### config.mk
export PLATFORM = sky130hd
export DESIGN_NAME = rotary_knob_decoder_unit
export DESIGN_NICKNAME = d
export VERILOG_FILES = /design/src/hw/rtl/rkd_pkg.sv /design/src/hw/rtl/rkd_engine.sv /design/src/hw/rtl/rotary_knob_decoder_unit.sv
export SDC_FILE = /design/constraint.sdc
export NUM_CORES = 1
export LEC_CHECK = 0
export BUFFER_PORTS_ARGS = -buffer_cell sky130_fd_sc_hd__buf_4
export CORE_ASPECT_RATIO = 0.7
export CORE_MARGIN = 3
export CORE_UTILIZATION = 40
export DETAILED_ROUTE_END_ITERATION = 16
export HOLD_SLACK_MARGIN = 0.05
export PLACE_DENSITY = 0.67
export SLEW_MARGIN = 25
export SYNTH_ARGS = -nofsm -noshare
export SYNTH_HDL_FRONTEND = slang
export SYNTH_SLANG_ARGS = --single-unit
### constraint.sdc
create_clock -name clk -period 27.2 [get_ports clk]
set_clock_uncertainty 0.05 [all_clocks]
set_input_delay 4.08 -clock clk [delete_from_list [all_inputs] [get_ports clk]]
set_output_delay 4.08 -clock clk [all_outputs]
set_load 0.01 [all_outputs]
### src/hw/rtl/rkd_pkg.sv
// shared types, constants and the quadrature table for the rotary knob decoder
package rkd_pkg;

  localparam int unsigned TIME_BITS_DEFAULT = 32;
  localparam int unsigned POS_BITS_DEFAULT  = 32;

  localparam int unsigned CFG_DATA_W  = 16;
  localparam int unsigned CFG_INDEX_W = 2;

  // register indexes of the configuration port
  localparam logic [CFG_INDEX_W-1:0] CFG_STEPS_LOG2    = 2'd0;
  localparam logic [CFG_INDEX_W-1:0] CFG_DEBOUNCE_MS   = 2'd1;
  localparam logic [CFG_INDEX_W-1:0] CFG_LONG_PRESS_MS = 2'd2;

  localparam logic [1:0]  STEPS_LOG2_RESET    = 2'd2;
  localparam logic [15:0] DEBOUNCE_MS_RESET   = 16'd200;
  localparam logic [15:0] LONG_PRESS_MS_RESET = 16'd8000;

  localparam logic [1:0]  STEPS_LOG2_MAX = 2'd2;
  localparam logic [1:0]  AB_IDLE        = 2'b11;

  typedef struct packed {
    logic a_level;
    logic b_level;
    logic sw_level;
    logic tick;
    logic take_delta;
    logic take_press;
    logic take_long;
  } in_item_t;

  typedef struct packed {
    logic signed [31:0] raw_position;
    logic signed [31:0] detent_position;
    logic signed [31:0] pending_delta;
    logic               press_pending;
    logic               long_pending;
    logic        [31:0] last_rock_ms;
    logic        [31:0] last_rock_gap_ms;
    logic        [31:0] held_ms;
  } out_item_t;

  typedef struct packed {
    logic [1:0]  steps_log2;
    logic [15:0] debounce_ms;
    logic [15:0] hold_limit_ms;
  } cfg_t;

  // step for {prev_ab, ab}
  function automatic logic signed [1:0] quad_step(input logic [3:0] idx);
    logic signed [1:0] step;
    case (idx)
      4'd1, 4'd7, 4'd8, 4'd14: step = -2'sd1;
      4'd2, 4'd4, 4'd11, 4'd13: step = 2'sd1;
      default: step = 2'sd0;
    endcase
    return step;
  endfunction

endpackage

### src/hw/rtl/rkd_engine.sv
// decoder state and the per-request update: quadrature, detents, rock stamps, switch
module rkd_engine #(
  parameter int unsigned TIME_BITS = rkd_pkg::TIME_BITS_DEFAULT,
  parameter int unsigned POS_BITS  = rkd_pkg::POS_BITS_DEFAULT
) (
  input  logic              clk,
  input  logic              rst,
  input  logic              advance,
  input  rkd_pkg::in_item_t item,
  input  rkd_pkg::cfg_t     cfg,
  output rkd_pkg::out_item_t result
);

  typedef enum logic [1:0] {
    DIR_NONE  = 2'd0,
    DIR_RIGHT = 2'd1,
    DIR_LEFT  = 2'd2
  } dir_t;

  logic [TIME_BITS-1:0]       clock_ms;
  logic [1:0]                 prev_ab;
  logic signed [POS_BITS-1:0] step_count;
  logic signed [POS_BITS-1:0] last_detent;
  logic [31:0]                delta_accum;
  dir_t                       last_direction;
  logic [TIME_BITS-1:0]       last_direction_ms;
  logic [TIME_BITS-1:0]       rock_stamp;
  logic [TIME_BITS-1:0]       rock_gap;
  logic                       press_flag;
  logic                       long_flag;
  logic [TIME_BITS-1:0]       switch_edge_ms;
  logic                       switch_accepted;
  logic                       switch_prev_sample;
  logic [TIME_BITS-1:0]       press_start_ms;
  logic                       long_done;

  logic [TIME_BITS-1:0]       clock_ms_next;
  logic [1:0]                 ab;
  logic signed [POS_BITS-1:0] step_count_next;
  logic [TIME_BITS-1:0]       edge_age;
  logic                       press_ok;
  logic [TIME_BITS-1:0]       switch_edge_ms_next;
  logic                       switch_accepted_next;
  logic                       press_flag_next;
  logic [TIME_BITS-1:0]       press_start_ms_next;
  logic                       long_done_next;
  logic                       long_fire;
  logic                       long_flag_next;
  logic [1:0]                 shift;
  logic [1:0]                 bias;
  logic signed [POS_BITS-1:0] biased;
  logic signed [POS_BITS-1:0] detent;
  logic signed [POS_BITS:0]   delta;
  logic                       moved;
  dir_t                       dir;
  logic [31:0]                delta_accum_next;
  logic [TIME_BITS-1:0]       rock_stamp_next;
  logic [TIME_BITS-1:0]       rock_gap_next;
  logic [TIME_BITS-1:0]       held_age;

  assign clock_ms_next   = item.tick ? clock_ms + 1'b1 : clock_ms;
  assign ab              = {item.a_level, item.b_level};
  assign step_count_next = step_count + POS_BITS'(rkd_pkg::quad_step({prev_ab, ab}));

  // switch debounce: release at once, press only after the quiet time
  assign edge_age = clock_ms_next - switch_edge_ms;
  assign press_ok = edge_age >= TIME_BITS'(cfg.debounce_ms);

  always_comb begin
    switch_edge_ms_next  = switch_edge_ms;
    switch_accepted_next = switch_accepted;
    press_flag_next      = press_flag;
    press_start_ms_next  = press_start_ms;
    long_done_next       = long_done;
    if (item.sw_level != switch_prev_sample) begin
      if (item.sw_level) begin
        switch_accepted_next = 1'b1;
        switch_edge_ms_next  = clock_ms_next;
      end else if (press_ok) begin
        switch_edge_ms_next  = clock_ms_next;
        switch_accepted_next = 1'b0;
        press_flag_next      = 1'b1;
        press_start_ms_next  = clock_ms_next;
        long_done_next       = 1'b0;
      end
    end
  end

  // detent = raw / 2^shift toward zero: bias negatives before the arithmetic shift
  assign shift = (cfg.steps_log2 > rkd_pkg::STEPS_LOG2_MAX) ? rkd_pkg::STEPS_LOG2_MAX
                                                            : cfg.steps_log2;
  always_comb begin
    case (shift)
      2'd0:    bias = 2'd0;
      2'd1:    bias = 2'd1;
      default: bias = 2'd3;
    endcase
  end

  assign biased = step_count_next +
                  $signed({{(POS_BITS-2){1'b0}}, (step_count_next[POS_BITS-1] ? bias : 2'd0)});
  assign detent = biased >>> shift;
  assign delta  = (POS_BITS+1)'(detent) - (POS_BITS+1)'(last_detent);
  assign moved  = (detent != last_detent);
  assign dir    = delta[POS_BITS] ? DIR_LEFT : DIR_RIGHT;

  always_comb begin
    delta_accum_next = delta_accum;
    rock_stamp_next  = rock_stamp;
    rock_gap_next    = rock_gap;
    if (moved) begin
      delta_accum_next = delta_accum + 32'(delta);
      if (last_direction == DIR_LEFT && dir == DIR_RIGHT) begin
        rock_gap_next   = clock_ms_next - last_direction_ms;
        rock_stamp_next = (clock_ms_next == '0) ? TIME_BITS'(1) : clock_ms_next;
      end
    end
  end

  // long press fires once per hold
  assign held_age       = clock_ms_next - press_start_ms_next;
  assign long_fire      = !switch_accepted_next && !long_done_next &&
                          held_age >= TIME_BITS'(cfg.hold_limit_ms);
  assign long_flag_next = long_flag || long_fire;

  always_comb begin
    result.raw_position     = 32'(step_count_next);
    result.detent_position  = 32'(detent);
    result.pending_delta    = delta_accum_next;
    result.press_pending    = press_flag_next;
    result.long_pending     = long_flag_next;
    result.last_rock_ms     = 32'(rock_stamp_next);
    result.last_rock_gap_ms = 32'(rock_gap_next);
    result.held_ms          = switch_accepted_next ? 32'd0 : 32'(held_age);
  end

  always_ff @(posedge clk) begin
    if (rst) begin
      clock_ms           <= '0;
      prev_ab            <= rkd_pkg::AB_IDLE;
      step_count         <= '0;
      last_detent        <= '0;
      delta_accum        <= '0;
      last_direction     <= DIR_NONE;
      last_direction_ms  <= '0;
      rock_stamp         <= '0;
      rock_gap           <= '0;
      press_flag         <= 1'b0;
      long_flag          <= 1'b0;
      switch_edge_ms     <= '0;
      switch_accepted    <= 1'b1;
      switch_prev_sample <= 1'b1;
      press_start_ms     <= '0;
      long_done          <= 1'b0;
    end else if (advance) begin
      clock_ms           <= clock_ms_next;
      prev_ab            <= ab;
      step_count         <= step_count_next;
      last_detent        <= detent;
      delta_accum        <= item.take_delta ? 32'd0 : delta_accum_next;
      if (moved) begin
        last_direction    <= dir;
        last_direction_ms <= clock_ms_next;
      end
      rock_stamp         <= rock_stamp_next;
      rock_gap           <= rock_gap_next;
      press_flag         <= item.take_press ? 1'b0 : press_flag_next;
      long_flag          <= item.take_long ? 1'b0 : long_flag_next;
      switch_edge_ms     <= switch_edge_ms_next;
      switch_accepted    <= switch_accepted_next;
      switch_prev_sample <= item.sw_level;
      press_start_ms     <= press_start_ms_next;
      long_done          <= long_done_next || long_fire;
    end
  end

endmodule

### src/hw/rtl/rotary_knob_decoder_unit.sv
// rotary knob decoder top level: input register, decoder state update, result register
//
// Takes one request per clock while the output is not stalled, and returns exactly one
// result per request, valid on the output once it is written into the result register.
// The request sits in an input register; the decoder state is updated as it moves into
// the result register, so a full rate of one request per cycle is held as long as results
// are taken. Configuration writes take effect from the next cycle and should only be made
// while no request is in flight.
module rotary_knob_decoder_unit #(
  parameter int unsigned TIME_BITS = rkd_pkg::TIME_BITS_DEFAULT,
  parameter int unsigned POS_BITS  = rkd_pkg::POS_BITS_DEFAULT
) (
  input  logic                                clk,
  input  logic                                rst,
  input  logic                                in_valid,
  output logic                                in_stall,
  input  rkd_pkg::in_item_t                   in_data,
  output logic                                out_valid,
  input  logic                                out_stall,
  output rkd_pkg::out_item_t                  out_data,
  input  logic                                cfg_wr_en,
  input  logic [rkd_pkg::CFG_INDEX_W-1:0]     cfg_index,
  input  logic [rkd_pkg::CFG_DATA_W-1:0]      cfg_wdata
);

  logic               hold_valid;
  rkd_pkg::in_item_t  hold_item;
  logic               advance;
  logic               in_take;
  rkd_pkg::cfg_t      cfg;
  rkd_pkg::out_item_t result;

  assign advance  = hold_valid && (!out_valid || !out_stall);
  assign in_stall = hold_valid && !advance;
  assign in_take  = in_valid && !in_stall;

  always_ff @(posedge clk) begin
    if (rst) begin
      hold_valid <= 1'b0;
      out_valid  <= 1'b0;
    end else begin
      if (in_take) begin
        hold_valid <= 1'b1;
      end else if (advance) begin
        hold_valid <= 1'b0;
      end
      if (advance) begin
        out_valid <= 1'b1;
      end else if (!out_stall) begin
        out_valid <= 1'b0;
      end
    end
  end

  always_ff @(posedge clk) begin
    if (in_take) begin
      hold_item <= in_data;
    end
    if (advance) begin
      out_data <= result;
    end
  end

  always_ff @(posedge clk) begin
    if (rst) begin
      cfg.steps_log2    <= rkd_pkg::STEPS_LOG2_RESET;
      cfg.debounce_ms   <= rkd_pkg::DEBOUNCE_MS_RESET;
      cfg.hold_limit_ms <= rkd_pkg::LONG_PRESS_MS_RESET;
    end else if (cfg_wr_en) begin
      case (cfg_index)
        rkd_pkg::CFG_STEPS_LOG2:    cfg.steps_log2    <= cfg_wdata[1:0];
        rkd_pkg::CFG_DEBOUNCE_MS:   cfg.debounce_ms   <= cfg_wdata;
        rkd_pkg::CFG_LONG_PRESS_MS: cfg.hold_limit_ms <= cfg_wdata;
        default: ;
      endcase
    end
  end

  rkd_engine #(
    .TIME_BITS(TIME_BITS),
    .POS_BITS (POS_BITS)
  ) u_engine (
    .clk    (clk),
    .rst    (rst),
    .advance(advance),
    .item   (hold_item),
    .cfg    (cfg),
    .result (result)
  );

endmodule
# ---- Yosys cells after proc, flatten, opt, wreduce, memory -nomap -nowiden
# Memory sizes are Yosys's and may differ from the RTL's.
# Index checks and enable logic that the tools add are counted.
dict set report totals {
  regBits 534
  romBits 32
  word_cells 114
  memories 1
}
# name words word_bits rd rd_clocked_by_memory_dff write_ports line
set mem_list {}
lappend mem_list {{(name not given)} 16 2 1 0 0 rkd_pkg.sv:52} ;# case (idx)
dict set report classes {
  addsub 8
  magnitude_cmp 3
  eq_ne 8
  shift 1
  n_mux 32
  n_reduce_logical 25
}
# operator count
set ops {}
lappend ops {{32-bit 2-to-1 mux} 13}
lappend ops {{32-bit subtractor} 3}
lappend ops {{32-bit by 16-bit >= comparator with 1-bit output} 2}
lappend ops {{32-bit by 32-bit subtractor with 33-bit output} 1}
lappend ops {{32-bit by 1-bit adder with 32-bit output (second input constant)} 1}
lappend ops {{32-bit by 2-bit adder with 32-bit output} 1}
lappend ops {{32-bit by 3-bit adder with 32-bit output} 1}
lappend ops {{32-bit adder} 1}
lappend ops {{32-bit logical NOT} 1}
lappend ops {{32-bit inequality test} 1}
lappend ops {{32-bit by 2-bit >>> shifter with 32-bit output} 1}
lappend ops {{1-bit 2-to-1 mux} 15}
lappend ops {{2-bit AND reduction} 4}
lappend ops {{2-bit by 1-bit equality test with 1-bit output (second input constant)} 3}
lappend ops {{1-bit logical AND} 6}
lappend ops {{1-bit logical NOT} 6}
lappend ops {{2-bit 2-to-1 mux} 3}
lappend ops {{2-bit equality test (second input constant)} 2}
lappend ops {{2-bit logical NOT} 2}
lappend ops {{2-bit one-hot mux with 2 select lines} 1}
lappend ops {{2-bit nonzero test} 2}
lappend ops {{1-bit logical OR} 3}
lappend ops {{3-bit AND reduction} 1}
lappend ops {{2-bit greater-than comparator (second input constant)} 1}
lappend ops {{other kinds (2)} 2}

# ---- Depth between registers and ports, before layout
dict set report logic_depth {
  word_depth 13
  mapped_depth 49
}

# ---- Cells and area by module
# From an unflattened synthesis, not the netlist that was laid out.
dict set report hier_totals {
  cells_unflattened 3672
  area_unflattened_um2 32661.3
}
# module n_inst cells_each area_each_um2
set by_module_without_submodules {}
lappend by_module_without_submodules {rkd_engine 1 3321 25110.3}
lappend by_module_without_submodules {rotary_knob_decoder_unit 1 351 7551.0}

# ---- Worst setup path after synthesis
# Ideal clock, no wire load.
dict set report synth_path {
  path_kind {input to register}
  start {input out_stall}
  end {register out_data[0] in the netlist's numbering, enable pin}
  setup_time_ps 633
  t_arrival_ps 10177
  path_slack_ps 16340
  path_stages 5
  path_buffers 2
  cell_sequence {nand2_1 nand2_1 clkinv_1 clkbuf_1 buf_1}
}
dict set report synth_between {
  elab_chain_cells 3
}
# item line
set synth_rtl {}
lappend synth_rtl {{from (decl)} rotary_knob_decoder_unit.sv:19} ;# input logic out_stall,
lappend synth_rtl {{1-bit logical NOT} --}
lappend synth_rtl {{1-bit logical OR} rotary_knob_decoder_unit.sv:33} ;# assign advance = hold_valid && (!out_valid || !out_stall);
lappend synth_rtl {{1-bit logical AND} rotary_knob_decoder_unit.sv:33}
lappend synth_rtl {{named net advance} rotary_knob_decoder_unit.sv:28} ;# logic advance;
lappend synth_rtl {{to (signal assigned)} rotary_knob_decoder_unit.sv:60} ;# out_data <= result;
lappend synth_rtl {{to (decl)} rotary_knob_decoder_unit.sv:20} ;# output rkd_pkg::out_item_t out_data,
# The timed path passes the listed nets, and every way through them passes these cells.
# A chain may end at the register's enable or synchronous reset.

==> impl_metrics.csv <==
group,metric,value,unit
placement,numPortBuffers,225,
worst_setup_path,crit_required,27.54,ns
placement,place_hpwl,75.6,mm
clock_network,cts_buffers,56,
placement,post_dp_cell_area,35600,sq um
floorplanning,die_w,348,um
timing,max_freq,84.3,MHz
worst_setup_path,cp_max_fo,29,
timing,period_share,43.6,%
timing,final-hold-violation-count,0,
layout,area_growth,14.9,%
floorplanning,placementRows,87,
clock_network,h-tree-depth,2,
clock_network,post_cts_buffers,0,
worst_setup_path,cp_common_cell,"ha_1",
worst_hold_path,hold_class,"reg -> reg",
floorplanning,die_y,246,um
clock_network,clk_latency,0.65,ns
yosys,ys_types,111,
power,power_density,69.9,nW/um^2
layout,nNetsFinal,4227,
global_routing,grt_max_degree,117,
placement,gp_congestion,0.966,
drt,drtIter0Drc,2652,
yosys,synth_area_leaders,"dfxtp_1 20%, edfxtp_1 18%, ha_1 8.6%, nand2_1 4.9%, a21oi_1 4.5%",
yosys,async_flop_share,0,%
timing,relSlewSlack,19.9,%
worst_setup_path,end_kind,"register",
yosys,syn_area_per_cell,8.64,sq um
yosys,yosys.area.top_type,"dfxtp_1",
floorplanning,ios,226,
worst_setup_path,critPathMaxStageDelay,0.75,ns
yosys,yosys_warnings,0,
worst_setup_path,critical_path_class,"reg -> reg",
yosys,ys_ff_latch,534,
clock_network,clockBufferDepth,3,
drt,met2_length,36.8,mm
worst_setup_path,critPathBufInv,2,
drt,wirelength_met1,53.6,mm
power,p_leak,15.4,nW
layout,mostFrequentLayoutCells,"431 x nand2_1, 382 x nor2_1, 333 x dfxtp_1",
global_routing,grt_pass1_vias,25842,
drt,drt_wl_total,102,mm
timing,layout_min_cycle_time,11.86,ns
floorplanning,start_util,40.6,%
drt,wl_per_cell,20.1,um
power,vdd_drop_max,0.0477,mV
global_routing,globalRouteOverflowTotal,0,
global_routing,grt_pass1_wl,156,mm
clock_network,cts_tree,"built",
drt,highest_layer,"met5",
drt,vias,28637,
drt,ant_nets,0,
timing,setup_viol,0,
worst_setup_path,cp.arrival,12.21,ns
layout,n_antenna_cell,0,
worst_setup_path,setup.worst_path.start_class,"register",
global_routing,grt_use_total,23.1,%
clock_network,hold_buffers,0,
timing,rsz0062_at_grt,"no",
outcome,status,"finished, final reports clean",
floorplanning,die_area,85600,sq um
yosys,ys.flop_type,"dfxtp_1",
clock_network,clkSinkCount,534,
timing,fin_setup_tns,0,ns
yosys,synth_nets,4060,
worst_setup_path,crit_family,"compound AO/OA/AOI/OAI gates",
clock_network,cts-root-buf,"clkbuf_16",
drt,firstDrtPassIters,6,
drt,met3_length,9.33,mm
timing,maxSlewViolCount,0,
drt,drc,0,
clock_network,post_cts_resized,0,
drt,routed_via_density,5.64,
yosys,ys_seq_area_share,38.7,%
yosys,yosys.area.top_type_share,20.3,%
yosys,netlist_area,32800,sq um
global_routing,antenna_found_initial,1,
layout,drive_above_1_share,12.0,%
layout,fin_area,37700,sq um
worst_setup_path,cp_slowest_cell,"o21ai_0",
timing,tightest_slew,1.19,ns
run,drv_cap,0,
floorplanning,core_area,80900,sq um
yosys,synth-edff-count,201,
clock_network,path_clk_slew,0.06,ns
yosys,syn_inst,3797,
layout,layout_commonest_cell,"nand2_1",
layout,utilization,46.6,%
-- worst reg2reg max path, delay by kind of cell, from the launching register on --
family,cells,cell delay [ns]
simple gates,15,3.98
compound gates,15,4.43
xor+xnor,3,0.75
buf+inv,2,0.49
flops,1,0.43
fa+ha+maj,5,1.49
-- stage by stage --
step	cells	hold WS (ns)	power (mW)	worst slack [ns]
floorplan	3797	0.356	1.53	16.34
global placement	4973	0.358	1.77	15.43
detailed placement	4973	0.373	1.78	15.30
CTS	5079	0.381	2.64	15.24
global route	5080	0.405	2.78	14.63
finish	5080	0.377	2.64	15.34
-- worst paths after layout --
path                                      startpoint                   to  slack (ns)  cells past startpoint
worst min-delay path                    hold_item[1]  u_engine.press_flag        0.38                      1
worst min register to register          hold_item[1]  u_engine.press_flag        0.38                      1
worst max-delay path            u_engine.clock_ms[0]         out_data[96]       15.34                     40
worst max register to register  u_engine.clock_ms[0]         out_data[96]       15.34                     40
-- final cells by class --
cell class                      instances  area (sq um)
Tap cell                             1068          1340
Timing Repair Buffer                  284          2170
Fill cell                            7783         43200
Sequential cell                       534         12700
Clock inverter                         35           494
Clock buffer                           71          1530
Inverter                              241           912
Multi-Input combinational cell       2847         18600
-- sequential cells by signal (all words and copies together) (netlist names), 2 cells and up --
| signal | flops |
|---|---|
| cfg | 34 |
| hold_item | 7 |
| u_engine.switch_edge_ms | 32 |
| u_engine.step_count | 32 |
| u_engine.last_direction_ms | 32 |
| u_engine.rock_stamp | 32 |
| u_engine.last_direction | 2 |
| u_engine.press_start_ms | 32 |
| u_engine.rock_gap | 32 |
| out_data | 194 |
| u_engine.clock_ms | 32 |
| u_engine.delta_accum | 32 |
| u_engine.last_detent | 32 |
| u_engine.prev_ab | 2 |
-- cell families (layout without fill, tap and decap cells) --
kind of cell	after synthesis	in the layout	share of synthesized area, %
compound gates	1092	1092	21.9
xor+xnor	207	207	5.65
fa+ha+maj	233	233	9.05
buf+inv	416	631	4.95
flops	534	534	38.7
mux	53	53	1.76
simple gates	1262	1262	17.9
-- power by group --
group	switching, mW	total (mW)	internal [mW]	leakage [nW]
registers	0.0297	0.941	0.911	4.65
logic	0.514	0.841	0.327	9.80
clock network	0.350	0.855	0.505	0.974
total	0.893	2.64	1.74	15.4
-- synth_stat cells (all sizes together), types with 24 or more instances --
master and instances:
nand3 72, clkbuf 140, xor2 78, o21bai 32, nor2 386, a21oi 297
a21o 89, o21a 49, dfxtp 333, inv 239, nand2b 28, nand2 432
nor2b 46, or3 34, nand4 51, mux2 28, and3 42, o21ai 224
nor3 61, o211ai 26, edfxtp 201, a22oi 30, buf 34, ha 226
a211oi 166, xnor2 129, mux2i 24
-- routing by layer --
layer  track usage [%]  vias up
met5                 0        -
met4              5.09        2
met3              5.49      118
met2              29.4     1036
met1              37.9    13499
li1                  -    13982
Note: power is estimated with default switching activity, not from simulation.
